<file path="src/rtl/fpt_pkg.sv">
// Shared types, codes and constants of the frame pacing throttle.
package fpt_pkg;

    localparam int DIV_W    = 48;
    localparam int DVSR_W   = 32;
    localparam int DCNT_W   = 6;
    localparam int PERIOD_W = 31;
    localparam int P4_W     = 33;
    localparam int RATE_W   = 22;

    localparam logic [1:0] OP_CHECK = 2'd0;
    localparam logic [1:0] OP_UP    = 2'd1;
    localparam logic [1:0] OP_DOWN  = 2'd2;

    localparam logic [1:0] ST_PROCEED = 2'd0;
    localparam logic [1:0] ST_SLEEP   = 2'd1;
    localparam logic [1:0] ST_YIELD   = 2'd2;

    localparam logic [0:0] CFG_TICK_FREQ = 1'd0;
    localparam logic [0:0] CFG_FAST_FWD  = 1'd1;

    localparam logic [RATE_W-1:0] NOMINAL_RATE = 22'd3294723;
    localparam logic [RATE_W-1:0] MIN_RATE     = 22'd245760;
    localparam logic [8:0]        UNITY_SCALE  = 9'd256;
    localparam logic [8:0]        MIN_SCALE    = 9'd16;
    localparam logic [31:0]       TICK_RESET   = 32'd1000;
    localparam logic [9:0]        MS_PER_S     = 10'd1000;
    localparam logic [6:0]        MAX_WAIT     = 7'd100;

    typedef struct packed {
        logic capture_in;
        logic start_pdiv;
        logic capture_period;
        logic compare;
        logic act;
        logic capture_ms;
        logic apply;
        logic load_out;
    } fpt_cmd_t;

    typedef struct packed {
        logic paced;
        logic div_done;
        logic early;
        logic out_free;
    } fpt_sts_t;

    function automatic logic [RATE_W-1:0] rate_of(input logic [8:0] scale);
        logic [RATE_W-1:0] r;
        case (scale)
            9'd256:  r = NOMINAL_RATE;
            9'd128:  r = 22'd1647361;
            9'd64:   r = 22'd823680;
            9'd32:   r = 22'd411840;
            default: r = MIN_RATE;
        endcase
        return r;
    endfunction

endpackage

</file>
<file path="src/rtl/fpt_div.sv">
// Restoring radix-2 divider, one quotient bit per cycle.
module fpt_div
(
    input  logic                         clk,
    input  logic                         rst_n,
    input  logic                         start,
    input  logic [fpt_pkg::DIV_W-1:0]    dividend,
    input  logic [fpt_pkg::DVSR_W-1:0]   divisor,
    output logic                         done,
    output logic [fpt_pkg::DIV_W-1:0]    quotient,
    output logic [fpt_pkg::DVSR_W-1:0]   remainder
);

    logic                          busy_reg;
    logic                          done_reg;
    logic [fpt_pkg::DCNT_W-1:0]    cnt_reg;
    logic [fpt_pkg::DIV_W-1:0]     quo_reg;
    logic [fpt_pkg::DVSR_W-1:0]    rem_reg;
    logic [fpt_pkg::DVSR_W-1:0]    dvsr_reg;
    logic [fpt_pkg::DVSR_W:0]      rem_sh;
    logic [fpt_pkg::DVSR_W:0]      rem_sub;
    logic                          ge;

    assign rem_sh  = {rem_reg, quo_reg[fpt_pkg::DIV_W-1]};
    assign ge      = rem_sh >= {1'b0, dvsr_reg};
    assign rem_sub = rem_sh - {1'b0, dvsr_reg};

    always_ff @(posedge clk or negedge rst_n)
    begin
        if (!rst_n)
        begin
            busy_reg <= 1'b0;
            done_reg <= 1'b0;
            cnt_reg  <= '0;
        end
        else
        begin
            done_reg <= 1'b0;
            if (start)
            begin
                busy_reg <= 1'b1;
                cnt_reg  <= '0;
            end
            else if (busy_reg)
            begin
                cnt_reg <= cnt_reg + 1'b1;
                if (cnt_reg == fpt_pkg::DCNT_W'(fpt_pkg::DIV_W - 1))
                begin
                    busy_reg <= 1'b0;
                    done_reg <= 1'b1;
                end
            end
        end
    end

    always_ff @(posedge clk)
    begin
        if (start)
        begin
            quo_reg  <= dividend;
            rem_reg  <= '0;
            dvsr_reg <= divisor;
        end
        else if (busy_reg)
        begin
            quo_reg <= {quo_reg[fpt_pkg::DIV_W-2:0], ge};
            rem_reg <= ge ? rem_sub[fpt_pkg::DVSR_W-1:0] : rem_sh[fpt_pkg::DVSR_W-1:0];
        end
    end

    assign done      = done_reg;
    assign quotient  = quo_reg;
    assign remainder = rem_reg;

endmodule

</file>
<file path="src/rtl/fpt_dp.sv">
// Datapath: config, pacing state, period and wait arithmetic, result register.
module fpt_dp
(
    input  logic                 clk,
    input  logic                 rst_n,
    input  fpt_pkg::fpt_cmd_t    cmd,
    output fpt_pkg::fpt_sts_t    sts,
    input  logic                 cfg_we,
    input  logic [0:0]           cfg_index,
    input  logic [31:0]          cfg_data,
    input  logic [1:0]           op,
    input  logic [63:0]          now,
    output logic                 out_valid,
    input  logic                 out_stall,
    output logic [1:0]           status,
    output logic [6:0]           wait_ms,
    output logic                 behind,
    output logic                 slow,
    output logic [8:0]           speed_scale
);

    logic [31:0]                     tick_freq_reg;
    logic                            ff_reg;
    logic [8:0]                      scale_reg;
    logic [63:0]                     last_reg;
    logic                            behind_reg;
    logic [1:0]                      op_reg;
    logic [63:0]                     now_reg;
    logic [63:0]                     elapsed_reg;
    logic [fpt_pkg::PERIOD_W-1:0]    period_reg;
    logic [fpt_pkg::P4_W-1:0]        period4_reg;
    logic                            early_reg;
    logic                            resync_reg;
    logic                            late2_reg;
    logic [fpt_pkg::PERIOD_W-1:0]    diff_reg;
    logic [1:0]                      res_status_reg;
    logic [6:0]                      res_wait_reg;
    logic                            out_valid_reg;
    logic [1:0]                      out_status_reg;
    logic [6:0]                      out_wait_reg;
    logic                            out_behind_reg;
    logic                            out_slow_reg;
    logic [8:0]                      out_scale_reg;

    logic                            div_start;
    logic [fpt_pkg::DIV_W-1:0]       div_dvd;
    logic [fpt_pkg::DVSR_W-1:0]      div_dvsr;
    logic                            div_done;
    logic [fpt_pkg::DIV_W-1:0]       div_quo;
    logic [fpt_pkg::DVSR_W-1:0]      div_rem;

    logic [fpt_pkg::RATE_W-1:0]      rate;
    logic [fpt_pkg::RATE_W+1:0]      rem4;
    logic [fpt_pkg::RATE_W+1:0]      rate_x1;
    logic [fpt_pkg::RATE_W+1:0]      rate_x2;
    logic [fpt_pkg::RATE_W+1:0]      rate_x3;
    logic [1:0]                      frac;
    logic [40:0]                     ms_dvd;
    logic [8:0]                      scale_up;
    logic [8:0]                      scale_dn;

    assign rate    = fpt_pkg::rate_of(scale_reg);
    assign rem4    = {div_rem[fpt_pkg::RATE_W-1:0], 2'b00};
    assign rate_x1 = {2'b00, rate};
    assign rate_x2 = {1'b0, rate, 1'b0};
    assign rate_x3 = rate_x1 + rate_x2;
    assign frac    = (rem4 >= rate_x3) ? 2'd3 :
                     (rem4 >= rate_x2) ? 2'd2 :
                     (rem4 >= rate_x1) ? 2'd1 : 2'd0;
    assign ms_dvd  = {10'd0, diff_reg} * {31'd0, fpt_pkg::MS_PER_S};

    assign div_start = cmd.start_pdiv || (cmd.act && early_reg);
    assign div_dvd   = cmd.start_pdiv ? {tick_freq_reg, 16'd0} : {7'd0, ms_dvd};
    assign div_dvsr  = cmd.start_pdiv ? {10'd0, rate} : tick_freq_reg;

    assign scale_up = (scale_reg == fpt_pkg::UNITY_SCALE) ? fpt_pkg::UNITY_SCALE
                                                          : {scale_reg[7:0], 1'b0};
    assign scale_dn = (scale_reg <= 9'd32) ? fpt_pkg::MIN_SCALE : {1'b0, scale_reg[8:1]};

    fpt_div u_div
    (
        .clk       (clk),
        .rst_n     (rst_n),
        .start     (div_start),
        .dividend  (div_dvd),
        .divisor   (div_dvsr),
        .done      (div_done),
        .quotient  (div_quo),
        .remainder (div_rem)
    );

    // config and architectural state
    always_ff @(posedge clk or negedge rst_n)
    begin
        if (!rst_n)
        begin
            tick_freq_reg <= fpt_pkg::TICK_RESET;
            ff_reg        <= 1'b0;
            scale_reg     <= fpt_pkg::UNITY_SCALE;
            last_reg      <= '0;
            behind_reg    <= 1'b0;
            out_valid_reg <= 1'b0;
        end
        else
        begin
            if (cfg_we)
            begin
                case (cfg_index)
                    fpt_pkg::CFG_TICK_FREQ: tick_freq_reg <= cfg_data;
                    fpt_pkg::CFG_FAST_FWD:  ff_reg        <= cfg_data[0];
                    default:                ;
                endcase
            end
            if (cmd.start_pdiv)
                behind_reg <= 1'b0;
            if (cmd.act && !early_reg)
            begin
                if (resync_reg)
                    last_reg <= now_reg;
                else
                begin
                    last_reg   <= last_reg + {33'd0, period_reg};
                    behind_reg <= late2_reg;
                end
            end
            if (cmd.apply)
            begin
                case (op_reg)
                    fpt_pkg::OP_UP:   scale_reg <= scale_up;
                    fpt_pkg::OP_DOWN: scale_reg <= scale_dn;
                    default:          ;
                endcase
            end
            if (cmd.load_out)
                out_valid_reg <= 1'b1;
            else if (!out_stall)
                out_valid_reg <= 1'b0;
        end
    end

    // working registers
    always_ff @(posedge clk)
    begin
        if (cmd.capture_in)
        begin
            op_reg  <= op;
            now_reg <= now;
        end
        if (cmd.start_pdiv)
            elapsed_reg <= now_reg - last_reg;
        if (cmd.capture_period)
        begin
            period_reg  <= div_quo[fpt_pkg::PERIOD_W-1:0];
            period4_reg <= {div_quo[fpt_pkg::PERIOD_W-1:0], frac};
        end
        if (cmd.compare)
        begin
            early_reg  <= elapsed_reg < {33'd0, period_reg};
            resync_reg <= elapsed_reg >= {31'd0, period4_reg};
            late2_reg  <= elapsed_reg >= {32'd0, period_reg, 1'b0};
            diff_reg   <= period_reg - elapsed_reg[fpt_pkg::PERIOD_W-1:0];
        end
        if (cmd.apply || (cmd.act && !early_reg))
        begin
            res_status_reg <= fpt_pkg::ST_PROCEED;
            res_wait_reg   <= '0;
        end
        if (cmd.capture_ms)
        begin
            if (div_quo > {41'd0, fpt_pkg::MAX_WAIT})
            begin
                res_status_reg <= fpt_pkg::ST_YIELD;
                res_wait_reg   <= fpt_pkg::MAX_WAIT;
            end
            else
            begin
                res_status_reg <= fpt_pkg::ST_SLEEP;
                res_wait_reg   <= div_quo[6:0];
            end
        end
        if (cmd.load_out)
        begin
            out_status_reg <= res_status_reg;
            out_wait_reg   <= res_wait_reg;
            out_behind_reg <= behind_reg;
            out_slow_reg   <= scale_reg != fpt_pkg::UNITY_SCALE;
            out_scale_reg  <= scale_reg;
        end
    end

    assign sts.paced    = (op_reg == fpt_pkg::OP_CHECK) && !ff_reg;
    assign sts.div_done = div_done;
    assign sts.early    = early_reg;
    assign sts.out_free = !out_valid_reg || !out_stall;

    assign out_valid   = out_valid_reg;
    assign status      = out_status_reg;
    assign wait_ms     = out_wait_reg;
    assign behind      = out_behind_reg;
    assign slow        = out_slow_reg;
    assign speed_scale = out_scale_reg;

endmodule

</file>
<file path="src/rtl/fpt_ctrl.sv">
// Controller: sequences one word through divide, compare and update steps.
module fpt_ctrl
(
    input  logic                 clk,
    input  logic                 rst_n,
    input  logic                 in_valid,
    output logic                 in_stall,
    input  fpt_pkg::fpt_sts_t    sts,
    output fpt_pkg::fpt_cmd_t    cmd
);

    typedef enum logic [7:0]
    {
        S_IDLE  = 8'b0000_0001,
        S_START = 8'b0000_0010,
        S_PWAIT = 8'b0000_0100,
        S_CMP   = 8'b0000_1000,
        S_ACT   = 8'b0001_0000,
        S_MWAIT = 8'b0010_0000,
        S_APPLY = 8'b0100_0000,
        S_DONE  = 8'b1000_0000
    } state_t;

    state_t state_reg;
    state_t state_next;

    always_ff @(posedge clk or negedge rst_n)
    begin
        if (!rst_n)
            state_reg <= S_IDLE;
        else
            state_reg <= state_next;
    end

    always_comb
    begin
        state_next = state_reg;
        cmd        = '0;
        case (state_reg)
            S_IDLE:
            begin
                if (in_valid)
                begin
                    cmd.capture_in = 1'b1;
                    state_next     = S_START;
                end
            end
            S_START:
            begin
                if (sts.paced)
                begin
                    cmd.start_pdiv = 1'b1;
                    state_next     = S_PWAIT;
                end
                else
                    state_next = S_APPLY;
            end
            S_PWAIT:
            begin
                if (sts.div_done)
                begin
                    cmd.capture_period = 1'b1;
                    state_next         = S_CMP;
                end
            end
            S_CMP:
            begin
                cmd.compare = 1'b1;
                state_next  = S_ACT;
            end
            S_ACT:
            begin
                cmd.act    = 1'b1;
                state_next = sts.early ? S_MWAIT : S_DONE;
            end
            S_MWAIT:
            begin
                if (sts.div_done)
                begin
                    cmd.capture_ms = 1'b1;
                    state_next     = S_DONE;
                end
            end
            S_APPLY:
            begin
                cmd.apply  = 1'b1;
                state_next = S_DONE;
            end
            S_DONE:
            begin
                if (sts.out_free)
                begin
                    cmd.load_out = 1'b1;
                    state_next   = S_IDLE;
                end
            end
            default:
            begin
                state_next = S_IDLE;
            end
        endcase
    end

    assign in_stall = state_reg != S_IDLE;

endmodule

</file>
<file path="src/rtl/frame_pacing_throttle.sv">
// Frame pacing throttle top level: paced frame checks and speed stepping.
// Sequence: speed ops and unpaced checks go straight to the result register; a paced
// check runs a period division, a compare and, if early, a second division for the wait.
// One word at a time; a new word is taken once the previous result sits in the
// output register, so the rate is set by the shared divider and by out_stall.
// Reset: async active-low; scale 256, last frame time 0, tick_freq 1000, no output.
module frame_pacing_throttle
(
    input  logic         clk,
    input  logic         rst_n,
    input  logic         cfg_valid,
    output logic         cfg_ready,
    input  logic [0:0]   cfg_index,
    input  logic [31:0]  cfg_data,
    input  logic         in_valid,
    output logic         in_stall,
    input  logic [1:0]   op,
    input  logic [63:0]  now,
    output logic         out_valid,
    input  logic         out_stall,
    output logic [1:0]   status,
    output logic [6:0]   wait_ms,
    output logic         behind,
    output logic         slow,
    output logic [8:0]   speed_scale
);

    fpt_pkg::fpt_cmd_t cmd;
    fpt_pkg::fpt_sts_t sts;

    assign cfg_ready = 1'b1;

    fpt_ctrl u_ctrl
    (
        .clk      (clk),
        .rst_n    (rst_n),
        .in_valid (in_valid),
        .in_stall (in_stall),
        .sts      (sts),
        .cmd      (cmd)
    );

    fpt_dp u_dp
    (
        .clk         (clk),
        .rst_n       (rst_n),
        .cmd         (cmd),
        .sts         (sts),
        .cfg_we      (cfg_valid && cfg_ready),
        .cfg_index   (cfg_index),
        .cfg_data    (cfg_data),
        .op          (op),
        .now         (now),
        .out_valid   (out_valid),
        .out_stall   (out_stall),
        .status      (status),
        .wait_ms     (wait_ms),
        .behind      (behind),
        .slow        (slow),
        .speed_scale (speed_scale)
    );

    a_busy_after_accept: assert property (@(posedge clk) disable iff (!rst_n)
        in_valid && !in_stall |=> in_stall)
        else $error("accepted word did not make the block busy");

    a_scale_legal: assert property (@(posedge clk) disable iff (!rst_n)
        out_valid |-> (speed_scale == 9'd16 || speed_scale == 9'd32 ||
                       speed_scale == 9'd64 || speed_scale == 9'd128 ||
                       speed_scale == 9'd256))
        else $error("speed scale off the power-of-two ladder");

    a_slow_match: assert property (@(posedge clk) disable iff (!rst_n)
        out_valid |-> (slow == (speed_scale != fpt_pkg::UNITY_SCALE)))
        else $error("slow flag disagrees with speed scale");

    a_wait_code: assert property (@(posedge clk) disable iff (!rst_n)
        out_valid |-> ((status == fpt_pkg::ST_PROCEED && wait_ms == 7'd0) ||
                       (status == fpt_pkg::ST_SLEEP && wait_ms <= fpt_pkg::MAX_WAIT) ||
                       (status == fpt_pkg::ST_YIELD && wait_ms == fpt_pkg::MAX_WAIT)))
        else $error("wait_ms inconsistent with status");

endmodule
</file>
<file path="config.mk">
export PLATFORM = sky130hd
export DESIGN_NAME = frame_pacing_throttle
export DESIGN_NICKNAME = d
export VERILOG_FILES = /design/src/rtl/fpt_pkg.sv /design/src/rtl/fpt_div.sv /design/src/rtl/fpt_dp.sv /design/src/rtl/fpt_ctrl.sv /design/src/rtl/frame_pacing_throttle.sv
export SDC_FILE = /design/constraint.sdc
export NUM_CORES = 2
export LEC_CHECK = 0
export ABC_AREA = 1
export BUFFER_PORTS_ARGS = -buffer_cell sky130_fd_sc_hd__buf_2
export CAP_MARGIN = 20
export CORE_MARGIN = 10
export CORE_UTILIZATION = 47
export CTS_CLUSTER_SIZE = 30
export DETAILED_ROUTE_END_ITERATION = 8
export GPL_TIMING_DRIVEN = 0
export PLACE_DENSITY_LB_ADDON = 0.15
export SLEW_MARGIN = 20
export SYNTH_ARGS = -nofsm -noshare
export SYNTH_HDL_FRONTEND = slang
export SYNTH_SLANG_ARGS = --single-unit
export TNS_END_PERCENT = 100
</file>
<file path="constraint.sdc">
create_clock -name clk -period 5.2 [get_ports clk]
set_clock_uncertainty 0.05 [all_clocks]
set_input_delay 0.78 -clock clk [delete_from_list [all_inputs] [get_ports clk]]
set_output_delay 0.78 -clock clk [all_outputs]
set_load 0.02 [all_outputs]
</file>
==> flow_summary.toml <==
[run_status]
status = "complete, no violations"

[sta]
timing.final.crit_period_ps = 4870
rsz0062_at_grt = "false"
relSlewSlack = 0.185
max_freq_mhz = 205
finalSetupViolations = 0
finalHoldViolations = 0
worstMarginPinSlew_ps = 1210
post-route-period-util = 0.937
drv_slew = 0

[clock_tree]
clkSinkCount = 462
cts-buffers-inserted = 54
path_clk_slew_ps = 60
post-cts-setup-buffer-count = 0
htree_levels = 2
cts_tree = "built"
cts_max_path_buffers = 3
clock_latency_ps = 650
cts_root_buf = "clkbuf_16"

[detailed_routing]
wl_per_cell_um = 20.0
totalWireLength_um = 134000
first_pass_iters = 6
postRouteAntennaNets = 0
first_iter_violations = 2982
met3_length_um = 6840
remaining_drc_errors = 0
m1WireLength_um = 58900
via_per_inst = 5.35
met2_length_um = 60900
top_layer = "met4"
vias = 35800

[critical_path]
r2r_slack_ps = 330
slowest_delay_ps = 610
worstPathCellList = "inv_1 > fa_1 > fa_1 > fa_1 > fa_1 > inv_1 > ha_1 > a21oi_1 > o21ai_0 > a21oi_1 > nor2_1 > nor3_1 > nand3_1 > nand3_1 > nand2_1"
worstSetupStartpointType = "flop"
path_class = "reg2reg"
critPathCaptureType = "flop"
arrival_ps = 5220
worstReg2RegStart = "u_dp.diff_reg[14]$_DFFE_PN_"
reg2reg_to = "u_dp.u_div.quotient[36]$_DFFE_PP_"
timing.reg2reg.worst_path_depth = 15
cp_slowest_cell = "fa_1"
cp_max_fo = 5
worstPathRequired_ps = 5550
crit_top_cell = "fa_1"

[yosys]
synth_async_sr_flop_share = 0.268
syn_inst = 5327
synth_seq_cells = 462
syn_area_um2 = 39800
ys_types = 63
synth_edf_count = 306
synth_warnings = 0
yosysSeqAreaShare = 0.325
synthFlopType = "edfxtp_1"
syn_avg_cell_area_um2 = 7.47

[global_routing]
grt-ovfl-total = 0
grt_pass1_wl_um = 202000
antenna_found_initial = 1
grt_max_degree = 79
grt_pass1_vias = 35100
grt_usage = 0.269

[worst_hold_path]
worstHoldStart = "now[42]"
worstHoldEndpoint = "u_dp.now_reg[42]$_DFFE_PP_"
min_path_cells = 1
worstHoldPathType = "in2reg"

[power_and_ir_drop]
p_leak_uw = 0.0212
total_power_uw = 17800
max-vdd-ir-drop_v = 0.000396
power_density_nw_per_um2 = 405

[die]
coreArea_um2 = 83800
die_w_um = 311
die_area_um2 = 96700
rows = 106
initial_core_util = 0.475
die_h_um = 311
pin_count = 127

[placed_design]
gp_congestion = 0.990
dp.cells = 6594
dpl.hpwl_um = 112000
io_buffers = 125

[finish]
nets = 6140
drive_above_1_share = 0.0581
area_growth_pct = 10.2
fin_cells = 6697
regArea_um2 = 12900
n_antenna_cell = 0
nFillCells = 8388
multiInputGateArea_um2 = 23100

[job]
cap_violations = 0
how the worst max path moves through the flow:
stage,endpoint,slack (ps),from,cells past startpoint
global placement,u_dp.now_reg[1]$_DFFE_PP_,-1410,out_stall,6
CTS,u_dp.u_div.quotient[29]$_DFFE_PP_,280,u_dp.diff_reg[5]$_DFFE_PN_,16
detailed placement,u_dp.u_div.quotient[29]$_DFFE_PP_,330,u_dp.diff_reg[5]$_DFFE_PN_,16
global route,u_dp.u_div.quotient[36]$_DFFE_PP_,20,u_dp.diff_reg[14]$_DFFE_PN_,15
floorplan,u_dp.now_reg[0]$_DFFE_PP_,690,u_ctrl.state_reg[0]$_DFFE_PN1P_,8
finish,u_dp.u_div.quotient[36]$_DFFE_PP_,330,u_dp.diff_reg[14]$_DFFE_PN_,15
synthesized netlist by cell type (5+ instances only):
cell type  count  area, um2
ha_1         400       5000
nor2_1       580       2180
nor2_4         7       78.8
mux2_2         5       56.3
o221ai_1      10       87.6
dfxtp_1       32        641
o21a_1        17        128
dfstp_2        8        210
nand2_2        5       31.3
inv_1        909       3410
clkbuf_1      27        101
and2_1         7       43.8
edfxtp_1     306       9190
nand3b_1      27        203
a211oi_1       8       60.1
nor3_1        74        370
a31oi_1        8       50.1
nor2_2        11       68.8
nand3_1      305       1530
o21bai_1      27        203
buf_2         23        115
xor2_1        71        622
o21ai_0      226       1130
dfrtp_1      116       2900
o22ai_1       17        106
a21boi_0       8       60.1
a21o_1        24        180
xnor2_1       43        377
buf_6         10        113
nand4_1       62        388
fa_1         119       2380
nor4_1        32        200
o21ai_1       40        200
inv_2          8       30.0
a21oi_1      350       1750
o211ai_1      21        158
nand2_1     1332       5000
and3_1         8       50.1
metrics by stage:
stage               hold WS, ps  instance area [um2]  utilization  setup slack [ps]  setup TNS [ps]
finish                      257                43900        0.523               326               0
CTS                         215                43900        0.523               281               0
global route                231                43900        0.523              19.8               0
floorplan                   350                39800            -               686               0
detailed placement          355                42100        0.502               328               0
global placement            354                41900        0.499             -1410          -91540
layout make-up:
class | instances | area share
Timing Repair Buffer | 133 | 0.0184
Inverter | 919 | 0.0788
Multi-Input combinational cell | 3880 | 0.526
Tap cell | 1134 | 0.0323
Clock inverter | 39 | 0.00907
Buffer | 67 | 0.00841
Clock buffer | 63 | 0.0318
Sequential cell | 462 | 0.295
cell usage in the layout (no fill, tap or decap), drive strengths merged, types with 17 or more instances in the layout:
cell    netlist  layout
dfrtp       116     116
a21o         24      24
buf          40     172
nand3       309     309
fa          119     119
nand3b       27      27
o211ai       21      21
o21a         17      17
nand2      1340    1340
a21oi       351     351
nor2        599     599
nor3         75      75
edfxtp      306     306
o21bai       27      27
dfxtp        32      32
xnor2        43      43
o22ai        17      17
clkbuf       27      90
o21ai       268     268
xor2         71      71
nor4         33      33
ha          400     400
inv         918     923
nand4        63      63
clkinv        1      20
what timing repair did:
item | in CTS | in global routing
gates resized for setup | 0 | 2
setup endpoints to repair | 0 | 3
hold buffers | 1 | 0
hold endpoints to repair | 21 | 0
critical path, delay by kind of cell, from the launching register on:
kind | cells | cell delay (ps)
AOI/OAI and AO/OA | 3 | 780
DFF | 1 | 490
and+or+nand+nor | 5 | 630
adders and majority gates | 5 | 2440
buffers and inverters | 2 | 260
kinds of logic after synthesis:
group,count (synthesis),share of synthesized area
DFF,462,0.325
adders and majority gates,519,0.186
other,1,0.0000942
xor gates and xnor gates,114,0.0251
AOI/OAI and AO/OA,774,0.107
muxes,5,0.00141
buffers and inverters,986,0.0959
and+or+nand+nor,2466,0.259
metal layers:
| layer | vias to the layer above | GRT usage |
|---|---|---|
| li1 | 17800 | - |
| met1 | 16700 | 0.353 |
| met2 | 1079 | 0.444 |
| met3 | 257 | 0.0262 |
| met4 | 0 | 0.127 |
| met5 | - | 0 |
where the power goes:
part / switching, uW / leakage (uW) / total, uW / internal (uW)
registers: 751 / 0.00470 / 5730 / 4980
logic: 5360 / 0.0156 / 8160 / 2800
clock network: 1700 / 0.000837 / 3860 / 2160
Power figures use the tool's default switching activity.
